$ cat src/sv/sckq_pkg.sv
`timescale 1ns / 1ps

package sckq_pkg;

   // fixed payload widths
   localparam int BYTE_W = 8;
   localparam int FILL_W = 9;
   localparam int PAUSE_W = 3;

   // special scan bytes and keys
   localparam logic [BYTE_W-1:0] EXT_PREFIX = 8'he0;
   localparam logic [BYTE_W-1:0] PAUSE_PREFIX = 8'he1;
   localparam logic [BYTE_W-1:0] PAUSE_KEY = 8'h10;
   localparam logic [PAUSE_W-1:0] PAUSE_LAST = 3'd6;

   // item opcodes
   localparam logic OP_SCAN = 1'b0;
   localparam logic OP_POP = 1'b1;

   // decode result handed from the decoder to the queue control
   typedef struct packed {
      logic produced;
      logic [BYTE_W-1:0] key;
   } decode_type;

   // normal table, entries past 88 read as zero
   function automatic logic [BYTE_W-1:0] normal_rom(input logic [6:0] idx);
      logic [BYTE_W-1:0] val;
      unique case (idx)
         7'd0: val = 8'h00;  7'd1: val = 8'h01;  7'd2: val = 8'h12;  7'd3: val = 8'h13;
         7'd4: val = 8'h14;  7'd5: val = 8'h15;  7'd6: val = 8'h16;  7'd7: val = 8'h17;
         7'd8: val = 8'h18;  7'd9: val = 8'h19;  7'd10: val = 8'h1a; 7'd11: val = 8'h1b;
         7'd12: val = 8'h1c; 7'd13: val = 8'h1d; 7'd14: val = 8'h1e; 7'd15: val = 8'h26;
         7'd16: val = 8'h27; 7'd17: val = 8'h28; 7'd18: val = 8'h29; 7'd19: val = 8'h2a;
         7'd20: val = 8'h2b; 7'd21: val = 8'h2c; 7'd22: val = 8'h2d; 7'd23: val = 8'h2e;
         7'd24: val = 8'h2f; 7'd25: val = 8'h30; 7'd26: val = 8'h31; 7'd27: val = 8'h32;
         7'd28: val = 8'h47; 7'd29: val = 8'h5c; 7'd30: val = 8'h3c; 7'd31: val = 8'h3d;
         7'd32: val = 8'h3e; 7'd33: val = 8'h3f; 7'd34: val = 8'h40; 7'd35: val = 8'h41;
         7'd36: val = 8'h42; 7'd37: val = 8'h43; 7'd38: val = 8'h44; 7'd39: val = 8'h45;
         7'd40: val = 8'h46; 7'd41: val = 8'h11; 7'd42: val = 8'h4b; 7'd43: val = 8'h33;
         7'd44: val = 8'h4c; 7'd45: val = 8'h4d; 7'd46: val = 8'h4e; 7'd47: val = 8'h4f;
         7'd48: val = 8'h50; 7'd49: val = 8'h51; 7'd50: val = 8'h52; 7'd51: val = 8'h53;
         7'd52: val = 8'h54; 7'd53: val = 8'h55; 7'd54: val = 8'h56; 7'd55: val = 8'h24;
         7'd56: val = 8'h5d; 7'd57: val = 8'h5e; 7'd58: val = 8'h3b; 7'd59: val = 8'h02;
         7'd60: val = 8'h03; 7'd61: val = 8'h04; 7'd62: val = 8'h05; 7'd63: val = 8'h06;
         7'd64: val = 8'h07; 7'd65: val = 8'h08; 7'd66: val = 8'h09; 7'd67: val = 8'h0a;
         7'd68: val = 8'h0b; 7'd69: val = 8'h22; 7'd70: val = 8'h0f; 7'd71: val = 8'h37;
         7'd72: val = 8'h38; 7'd73: val = 8'h39; 7'd74: val = 8'h25; 7'd75: val = 8'h48;
         7'd76: val = 8'h49; 7'd77: val = 8'h4a; 7'd78: val = 8'h3a; 7'd79: val = 8'h58;
         7'd80: val = 8'h59; 7'd81: val = 8'h5a; 7'd82: val = 8'h64; 7'd83: val = 8'h65;
         7'd84: val = 8'h7e; 7'd85: val = 8'h00; 7'd86: val = 8'h69; 7'd87: val = 8'h0c;
         7'd88: val = 8'h0d;
         default: val = 8'h00;
      endcase
      return val;
   endfunction

   // table for keys after the extended prefix
   function automatic logic [BYTE_W-1:0] extended_rom(input logic [6:0] idx);
      logic [BYTE_W-1:0] val;
      unique case (idx)
         7'd28: val = 8'h5b;
         7'd29: val = 8'h60;
         7'd53: val = 8'h23;
         7'd55: val = 8'h0e;
         7'd56: val = 8'h5f;
         7'd70: val = 8'h7f;
         7'd71: val = 8'h20;
         7'd72: val = 8'h57;
         7'd73: val = 8'h21;
         7'd75: val = 8'h61;
         7'd77: val = 8'h63;
         7'd79: val = 8'h35;
         7'd80: val = 8'h62;
         7'd81: val = 8'h36;
         7'd82: val = 8'h1f;
         7'd83: val = 8'h34;
         default: val = 8'h00;
      endcase
      return val;
   endfunction

endpackage

$ cat src/sv/sckq_req_if.sv
`timescale 1ns / 1ps

interface sckq_req_if;
   logic valid;
   logic ready;
   logic op;
   logic [sckq_pkg::BYTE_W-1:0] scan_byte;

   modport source (output valid, output op, output scan_byte, input ready);
   modport sink (input valid, input op, input scan_byte, output ready);
endinterface

$ cat src/sv/sckq_rsp_if.sv
`timescale 1ns / 1ps

interface sckq_rsp_if;
   logic valid;
   logic ready;
   logic key_valid;
   logic [sckq_pkg::BYTE_W-1:0] key_code;
   logic overflow;
   logic read_valid;
   logic [sckq_pkg::BYTE_W-1:0] read_data;
   logic [sckq_pkg::FILL_W-1:0] fill_level;

   modport source (output valid, output key_valid, output key_code, output overflow,
                   output read_valid, output read_data, output fill_level, input ready);
   modport sink (input valid, input key_valid, input key_code, input overflow,
                 input read_valid, input read_data, input fill_level, output ready);
endinterface

$ cat src/sv/sckq_ram.sv
`timescale 1ns / 1ps

module sckq_ram #(
   parameter int WIDTH = 8,
   parameter int DEPTH = 256
) (
   input  logic                     clock,
   input  logic                     wr_en,
   input  logic [$clog2(DEPTH)-1:0] wr_addr,
   input  logic [WIDTH-1:0]         wr_data,
   input  logic                     rd_en,
   input  logic [$clog2(DEPTH)-1:0] rd_addr,
   output logic [WIDTH-1:0]         rd_data
);

   logic [WIDTH-1:0] mem_ff [DEPTH];
   logic [WIDTH-1:0] rd_data_ff;

   // one write port, one registered read port
   always_ff @(posedge clock) begin
      if (wr_en) begin
         mem_ff[wr_addr] <= wr_data;
      end
      if (rd_en) begin
         rd_data_ff <= mem_ff[rd_addr];
      end
   end

   assign rd_data = rd_data_ff;

endmodule

$ cat src/sv/sckq_decoder.sv
`timescale 1ns / 1ps

module sckq_decoder (
   input  logic                        clock,
   input  logic                        reset,
   input  logic                        scan_en,
   input  logic [sckq_pkg::BYTE_W-1:0] scan_byte,
   output sckq_pkg::decode_type        decode
);

   logic [sckq_pkg::BYTE_W-1:0]  prev_byte_ff, prev_byte_in;
   logic [sckq_pkg::BYTE_W-1:0]  last_key_ff, last_key_in;
   logic [sckq_pkg::PAUSE_W-1:0] pause_ff, pause_in;
   logic [sckq_pkg::PAUSE_W-1:0] pause_inc;
   logic [sckq_pkg::BYTE_W-1:0]  base;
   logic [sckq_pkg::BYTE_W-1:0]  full_key;

   // table lookup on the low seven bits, release flag passed through
   always_comb begin
      if (prev_byte_ff == sckq_pkg::EXT_PREFIX) begin
         base = sckq_pkg::extended_rom(scan_byte[6:0]);
      end else if (scan_byte != sckq_pkg::EXT_PREFIX) begin
         base = sckq_pkg::normal_rom(scan_byte[6:0]);
      end else begin
         base = '0;
      end
      full_key = base | {scan_byte[7], 7'b0};
      pause_inc = pause_ff + 1'b1;
   end

   // pause sequence, prefix tracking and repeat suppression
   always_comb begin
      prev_byte_in = prev_byte_ff;
      last_key_in = last_key_ff;
      pause_in = pause_ff;
      decode.produced = 1'b0;
      decode.key = full_key;
      priority if (pause_ff != '0) begin
         if (pause_inc == sckq_pkg::PAUSE_LAST) begin
            pause_in = '0;
            decode.produced = 1'b1;
            decode.key = sckq_pkg::PAUSE_KEY;
         end else begin
            pause_in = pause_inc;
         end
      end else if (scan_byte == sckq_pkg::PAUSE_PREFIX) begin
         pause_in = {{(sckq_pkg::PAUSE_W-1){1'b0}}, 1'b1};
      end else begin
         prev_byte_in = scan_byte;
         if (base != '0 && full_key != last_key_ff) begin
            last_key_in = full_key;
            decode.produced = 1'b1;
         end
      end
   end

   always_ff @(posedge clock) begin
      if (reset) begin
         prev_byte_ff <= '0;
         last_key_ff <= '0;
         pause_ff <= '0;
      end else if (scan_en) begin
         prev_byte_ff <= prev_byte_in;
         last_key_ff <= last_key_in;
         pause_ff <= pause_in;
      end
   end

endmodule

$ cat src/sv/scancode_to_keycode_fifo_top.sv
`timescale 1ns / 1ps

// Set 1 scan code decoder with a key queue. Each request beat is either a
// scan byte (op 0) or a pop (op 1) and gives exactly one response beat. The
// block takes one request beat per cycle unless the output stalls. Responses
// pass the middle stage, which waits for the RAM's registered read, then the
// output register. Queue state lives in a single-port-write, single-port-read
// RAM of QUEUE_DEPTH entries; a push and a pop never share a cycle, so no
// forwarding is needed. A key produced on a full queue is dropped and flagged
// with overflow. No clearing pass: the fill count guards every read.

module scancode_to_keycode_fifo_top #(
   parameter int QUEUE_DEPTH = 256
) (
   input logic        clock,
   input logic        reset,
   sckq_req_if.sink   req_chan,
   sckq_rsp_if.source rsp_chan
);

   localparam int AddrW = $clog2(QUEUE_DEPTH);
   localparam int CountW = $clog2(QUEUE_DEPTH + 1);
   localparam int FillW = sckq_pkg::FILL_W;
   localparam logic [AddrW-1:0] LastAddr = AddrW'(QUEUE_DEPTH - 1);
   localparam logic [CountW-1:0] FullCount = CountW'(QUEUE_DEPTH);

   sckq_pkg::decode_type decode;

   logic accept, is_scan, is_pop;
   logic full, push, pop, drop;
   logic out_free, s1_move;

   logic [AddrW-1:0]  wr_ptr_ff, wr_ptr_in;
   logic [AddrW-1:0]  rd_ptr_ff, rd_ptr_in;
   logic [CountW-1:0] count_ff, count_in;
   logic [sckq_pkg::BYTE_W-1:0] ram_rd_data;

   // middle stage: waits for the RAM read data
   logic s1_valid_ff, s1_valid_in;
   logic s1_key_valid_ff, s1_overflow_ff, s1_pop_ff;
   logic [sckq_pkg::BYTE_W-1:0] s1_key_code_ff;
   logic [CountW-1:0] s1_count_ff;

   // output register
   logic rsp_valid_ff, rsp_valid_in;
   logic rsp_key_valid_ff, rsp_overflow_ff, rsp_read_valid_ff;
   logic [sckq_pkg::BYTE_W-1:0] rsp_key_code_ff, rsp_read_data_ff;
   logic [CountW-1:0] rsp_count_ff;

   // handshake
   assign out_free = !rsp_valid_ff || rsp_chan.ready;
   assign s1_move = s1_valid_ff && out_free;
   assign req_chan.ready = !s1_valid_ff || out_free;
   assign accept = req_chan.valid && req_chan.ready;
   assign is_scan = accept && (req_chan.op == sckq_pkg::OP_SCAN);
   assign is_pop = accept && (req_chan.op == sckq_pkg::OP_POP);

   sckq_decoder u_decoder (
      .clock     (clock),
      .reset     (reset),
      .scan_en   (is_scan),
      .scan_byte (req_chan.scan_byte),
      .decode    (decode)
   );

   // queue control
   assign full = (count_ff == FullCount);
   assign push = is_scan && decode.produced && !full;
   assign drop = is_scan && decode.produced && full;
   assign pop = is_pop && (count_ff != '0);

   always_comb begin
      wr_ptr_in = wr_ptr_ff;
      rd_ptr_in = rd_ptr_ff;
      count_in = count_ff;
      if (push) begin
         wr_ptr_in = (wr_ptr_ff == LastAddr) ? '0 : wr_ptr_ff + 1'b1;
         count_in = count_ff + 1'b1;
      end
      if (pop) begin
         rd_ptr_in = (rd_ptr_ff == LastAddr) ? '0 : rd_ptr_ff + 1'b1;
         count_in = count_ff - 1'b1;
      end
   end

   sckq_ram #(
      .WIDTH (sckq_pkg::BYTE_W),
      .DEPTH (QUEUE_DEPTH)
   ) u_queue_ram (
      .clock   (clock),
      .wr_en   (push),
      .wr_addr (wr_ptr_ff),
      .wr_data (decode.key),
      .rd_en   (pop),
      .rd_addr (rd_ptr_ff),
      .rd_data (ram_rd_data)
   );

   always_ff @(posedge clock) begin
      if (reset) begin
         wr_ptr_ff <= '0;
         rd_ptr_ff <= '0;
         count_ff <= '0;
      end else begin
         wr_ptr_ff <= wr_ptr_in;
         rd_ptr_ff <= rd_ptr_in;
         count_ff <= count_in;
      end
   end

   // middle stage valid
   always_comb begin
      if (accept) begin
         s1_valid_in = 1'b1;
      end else if (s1_move) begin
         s1_valid_in = 1'b0;
      end else begin
         s1_valid_in = s1_valid_ff;
      end
   end

   always_ff @(posedge clock) begin
      if (reset) begin
         s1_valid_ff <= 1'b0;
      end else begin
         s1_valid_ff <= s1_valid_in;
      end
   end

   // middle stage payload
   always_ff @(posedge clock) begin
      if (accept) begin
         s1_key_valid_ff <= push;
         s1_overflow_ff <= drop;
         s1_key_code_ff <= (is_scan && decode.produced) ? decode.key : '0;
         s1_pop_ff <= pop;
         s1_count_ff <= count_in;
      end
   end

   // output register valid
   always_comb begin
      if (s1_move) begin
         rsp_valid_in = 1'b1;
      end else if (rsp_chan.ready) begin
         rsp_valid_in = 1'b0;
      end else begin
         rsp_valid_in = rsp_valid_ff;
      end
   end

   always_ff @(posedge clock) begin
      if (reset) begin
         rsp_valid_ff <= 1'b0;
      end else begin
         rsp_valid_ff <= rsp_valid_in;
      end
   end

   // output register payload, read data joins here
   always_ff @(posedge clock) begin
      if (s1_move) begin
         rsp_key_valid_ff <= s1_key_valid_ff;
         rsp_key_code_ff <= s1_key_code_ff;
         rsp_overflow_ff <= s1_overflow_ff;
         rsp_read_valid_ff <= s1_pop_ff;
         rsp_read_data_ff <= s1_pop_ff ? ram_rd_data : '0;
         rsp_count_ff <= s1_count_ff;
      end
   end

   assign rsp_chan.valid = rsp_valid_ff;
   assign rsp_chan.key_valid = rsp_key_valid_ff;
   assign rsp_chan.key_code = rsp_key_code_ff;
   assign rsp_chan.overflow = rsp_overflow_ff;
   assign rsp_chan.read_valid = rsp_read_valid_ff;
   assign rsp_chan.read_data = rsp_read_data_ff;
   assign rsp_chan.fill_level = FillW'(rsp_count_ff);

endmodule
$ cat src/flat_wrapper.sv
// flat-port wrapper written by rule: the top's interface ports become plain ports
module scancode_to_keycode_fifo_top_flat 
#(
   parameter int QUEUE_DEPTH = 256
)
  (clock, reset, req_chan_valid, req_chan_op, req_chan_scan_byte, req_chan_ready, rsp_chan_valid, rsp_chan_key_valid, rsp_chan_key_code, rsp_chan_overflow, rsp_chan_read_valid, rsp_chan_read_data, rsp_chan_fill_level, rsp_chan_ready);
  sckq_req_if req_chan_i ();
  sckq_rsp_if rsp_chan_i ();
  input logic clock;
  input logic reset;
  input wire logic [$bits(req_chan_i.valid)-1:0] req_chan_valid;
  input wire logic [$bits(req_chan_i.op)-1:0] req_chan_op;
  input wire logic [$bits(req_chan_i.scan_byte)-1:0] req_chan_scan_byte;
  output wire logic [$bits(req_chan_i.ready)-1:0] req_chan_ready;
  output wire logic [$bits(rsp_chan_i.valid)-1:0] rsp_chan_valid;
  output wire logic [$bits(rsp_chan_i.key_valid)-1:0] rsp_chan_key_valid;
  output wire logic [$bits(rsp_chan_i.key_code)-1:0] rsp_chan_key_code;
  output wire logic [$bits(rsp_chan_i.overflow)-1:0] rsp_chan_overflow;
  output wire logic [$bits(rsp_chan_i.read_valid)-1:0] rsp_chan_read_valid;
  output wire logic [$bits(rsp_chan_i.read_data)-1:0] rsp_chan_read_data;
  output wire logic [$bits(rsp_chan_i.fill_level)-1:0] rsp_chan_fill_level;
  input wire logic [$bits(rsp_chan_i.ready)-1:0] rsp_chan_ready;
  assign req_chan_i.valid = req_chan_valid;
  assign req_chan_i.op = req_chan_op;
  assign req_chan_i.scan_byte = req_chan_scan_byte;
  assign req_chan_ready = req_chan_i.ready;
  assign rsp_chan_valid = rsp_chan_i.valid;
  assign rsp_chan_key_valid = rsp_chan_i.key_valid;
  assign rsp_chan_key_code = rsp_chan_i.key_code;
  assign rsp_chan_overflow = rsp_chan_i.overflow;
  assign rsp_chan_read_valid = rsp_chan_i.read_valid;
  assign rsp_chan_read_data = rsp_chan_i.read_data;
  assign rsp_chan_fill_level = rsp_chan_i.fill_level;
  assign rsp_chan_i.ready = rsp_chan_ready;
  scancode_to_keycode_fifo_top #(.QUEUE_DEPTH(QUEUE_DEPTH)) u_core (.clock(clock), .reset(reset), .req_chan(req_chan_i), .rsp_chan(rsp_chan_i));
endmodule
$ cat config.mk
export PLATFORM = sky130hd
export DESIGN_NAME = scancode_to_keycode_fifo_top_flat
export DESIGN_NICKNAME = d
export VERILOG_FILES = /design/src/sv/sckq_pkg.sv /design/src/sv/sckq_req_if.sv /design/src/sv/sckq_rsp_if.sv /design/src/sv/sckq_ram.sv /design/src/sv/sckq_decoder.sv /design/src/sv/scancode_to_keycode_fifo_top.sv /design/src/flat_wrapper.sv
export SDC_FILE = /design/constraint.sdc
export NUM_CORES = 2
export LEC_CHECK = 0
export BUFFER_PORTS_ARGS = -buffer_cell sky130_fd_sc_hd__buf_2
export CAP_MARGIN = 5
export CORE_MARGIN = 2
export CORE_UTILIZATION = 50
export DETAILED_ROUTE_END_ITERATION = 6
export HOLD_SLACK_MARGIN = 0.03
export PLACE_DENSITY = 0.65
export RECOVER_POWER = 25
export SETUP_SLACK_MARGIN = 0.15
export SYNTH_ARGS = -nofsm -noshare
export SYNTH_HDL_FRONTEND = slang
export SYNTH_SLANG_ARGS = --single-unit
$ cat constraint.sdc
create_clock -name clock -period 14 [get_ports clock]
set_input_delay 1.4 -clock clock [delete_from_list [all_inputs] [get_ports clock]]
set_output_delay 1.4 -clock clock [all_outputs]
set_load 0.03 [all_outputs]
==> results.toml <==
[timing]
max_slew_margin_pct = -202
setup_viol = 0
fin_skew_ns = 0.0353
finalHoldViolCount = 0
tns_ns = 0
drv_slew = 828
period_share_pct = 60.8
worst_pin_slew_ns = 4.53
min_period_ns = 8.52
max_clock_freq_ghz = 0.117
rsz0062_at_grt = "false"
fin_ws_ns = 5.48

[power_and_ir_drop]
vdd_drop_max_v = 0.000130
power_uw = 14900
power_density_nw_per_um2 = 158
leakagePower_uw = 0.0286

[yosys]
synth_ff_type = "edfxtp_1"
avgSynthCellArea_um2 = 21.9
post-synth-top-count-cell = "edfxtp_1"
synth_top_area_cell = "edfxtp_1"
synthArstFlopShare_pct = 0
synth_edf_count = 2104
synth_cell_types = 93
synth.top_cell.area_share_pct = 74.3
synth_common_cells = "edfxtp_1, mux4_2, nor2_1"
netlist_instances = 3882
synth_warnings = 0
syn_area_um2 = 85000
ys_seq_area_share_pct = 75.4
synth.net_count = 3916
synth_seq_cells = 2150
yosys-top-cells-area = "edfxtp_1, mux4_2, nor2_1"

[grt]
gr-usage-all-layers_pct = 22.6
grt_max_degree = 181
grt_pass1_wl_um = 284000
grt-ovfl-total = 0
antenna_found_initial = 7
grt_pass1_vias = 39900

[clock_network]
worstSkewPairLatency_ns = 0.84
hold_buffers = 0
cts_max_path_buffers = 3
cts_tree = "built"
clkTransAtPathRegs_ns = 0.06
cts_setup_buffers = 0
cts_resized = 0
cts.sinks = 2150
cts_root_buffer = "clkbuf_16"
h-tree-depth = 4
numCtsBuffers = 204

[outcome]
outcome = "complete, but fails checks"
violations = "capacitance limit, slew limit"

[setup_path]
worstPathArrival_ns = 9.08
start_kind = "flop"
path_max_fanout = 45
cp-end-kind = "flop"
worstPathRequired_ns = 14.56
critical_path_class = "flop to flop"

[detailed_routing]
wl_um = 194000
drt_pass1_iterations = 6
via_count = 39900
postRouteAntennaNets = 0
vias_per_cell = 6.28
drt-initial-drc-count = 5271
drc = 0
wire_per_inst_um = 30.5

[placed_design]
place_congestion = 0.896
place_ws_ns = 6.42
portBuffers = 42
hpwl_um = 113000

[floorplan]
fp-row-count = 151
initial_core_util_pct = 50.3
die_h_um = 416
ioPinCount = 43
core_um2 = 169000
fp.dieW_um = 416
die_area_um2 = 173000

[finish]
nets = 3998
drive_above_1_share_pct = 26.0
fin_util_pct = 55.8
syn_to_final_growth_pct = 10.9

[min_path]
hold_class = "flop to flop"

[job]
drv_cap = 16
## cell type report
type / count / area [µm²]
Antenna cell: 4 / 10.0
Fill cell: 12200 / 74800
Timing Repair Buffer: 104 / 671
Clock buffer: 256 / 5430
Multi-Input combinational cell: 1483 / 19800
Clock inverter: 122 / 1400
Tap cell: 2218 / 2780
Inverter: 21 / 78.8
Sequential cell: 2150 / 64100
## power by group
group	internal [µW]	leakage, µW	switching, µW	total [µW]
sequential	7230	0.0200	58.2	7290
clock	3250	0.00332	2370	5620
combinational	897	0.00527	1070	1960
total	11400	0.0286	3500	14900
## cells by family after synthesis
family | after synthesis | share of synthesized area (%)
AND/OR/NAND/NOR | 603 | 3.25
adder cells (fa/ha/maj) | 22 | 0.321
flip-flops | 2150 | 75.4
AO/OA/AOI/OAI | 140 | 1.25
buffers and inverters | 249 | 1.34
XOR/XNOR | 19 | 0.196
multiplexers | 699 | 18.2
## final timing paths
path	startpoint	to	slack (ns)	cells after the start
setup / recovery	u_core.rd_ptr_ff[0]	u_core.u_queue_ram.rd_data[0]	5.48	6
hold / removal	u_core.s1_key_valid_ff	u_core.rsp_chan.key_valid	0.42	0
setup reg to reg	u_core.rd_ptr_ff[0]	u_core.u_queue_ram.rd_data[0]	5.48	6
hold reg to reg	u_core.s1_key_valid_ff	u_core.rsp_chan.key_valid	0.42	0
## metal layers
| metal | GRT usage (%) | routed length [µm] | part of all wire (%) |
|---|---|---|---|
| met1 | 33.4 | 81600 | 42 |
| met5 | 0 | 27 | 0.014 |
| met4 | 5.76 | 4270 | 2.2 |
| met2 | 35.1 | 92900 | 48 |
| met3 | 4.20 | 15200 | 7.8 |
## sequential cells by signal (all words and copies together) (netlist names), 3 cells and up
name and flops:
u_core.u_queue_ram.rd_data 8, u_core.u_decoder.prev_byte_ff 8, u_core.s1_count_ff 9, u_core.u_queue_ram.mem_ff 2048, u_core.rsp_chan.fill_level 9, u_core.u_decoder.last_key_ff 8
u_core.rsp_chan.key_code 8, u_core.s1_key_code_ff 8, u_core.u_decoder.pause_ff 3, u_core.rd_ptr_ff 8, u_core.count_ff 9, u_core.wr_ptr_ff 8
u_core.rsp_chan.read_data 8
## metrics by stage
| step | cells | instance area, µm² | hold WS (ns) |
|---|---|---|---|
| finish | 6358 | 94300 | 0.419 |
| global placement | 5976 | 87600 | 0.402 |
| global route | 6355 | 94300 | 0.429 |
| CTS | 6354 | 94500 | 0.419 |
| floorplan | 3882 | 85000 | 0.400 |
| detailed placement | 5976 | 87600 | 0.405 |
## worst max-delay path: stages, from the launching register on
cell and delay (ns):
dfxtp_1 2.04, clkbuf_1 2.85, buf_4 0.98, mux4_2 0.66
mux4_2 0.53, mux4_2 0.55, mux4_2 0.54
## placed cells by master, fill, tap and decap left out, types with 18 or more instances in the layout
cell type	Yosys	final
edfxtp_1	2104	2104
mux4_2	680	680
nor2_1	332	328
clkbuf_16	0	209
nand2_1	101	101
clkbuf_1	111	91
buf_4	12	41
dfxtp_1	46	41
clkinv_2	0	38
a21oi_1	32	32
clkinv_1	0	32
nand3_1	28	28
bufinv_16	0	27
ha_1	21	21
inv_1	19	19
nor3_1	19	18
Note: power is estimated with default switching activity, not from simulation.
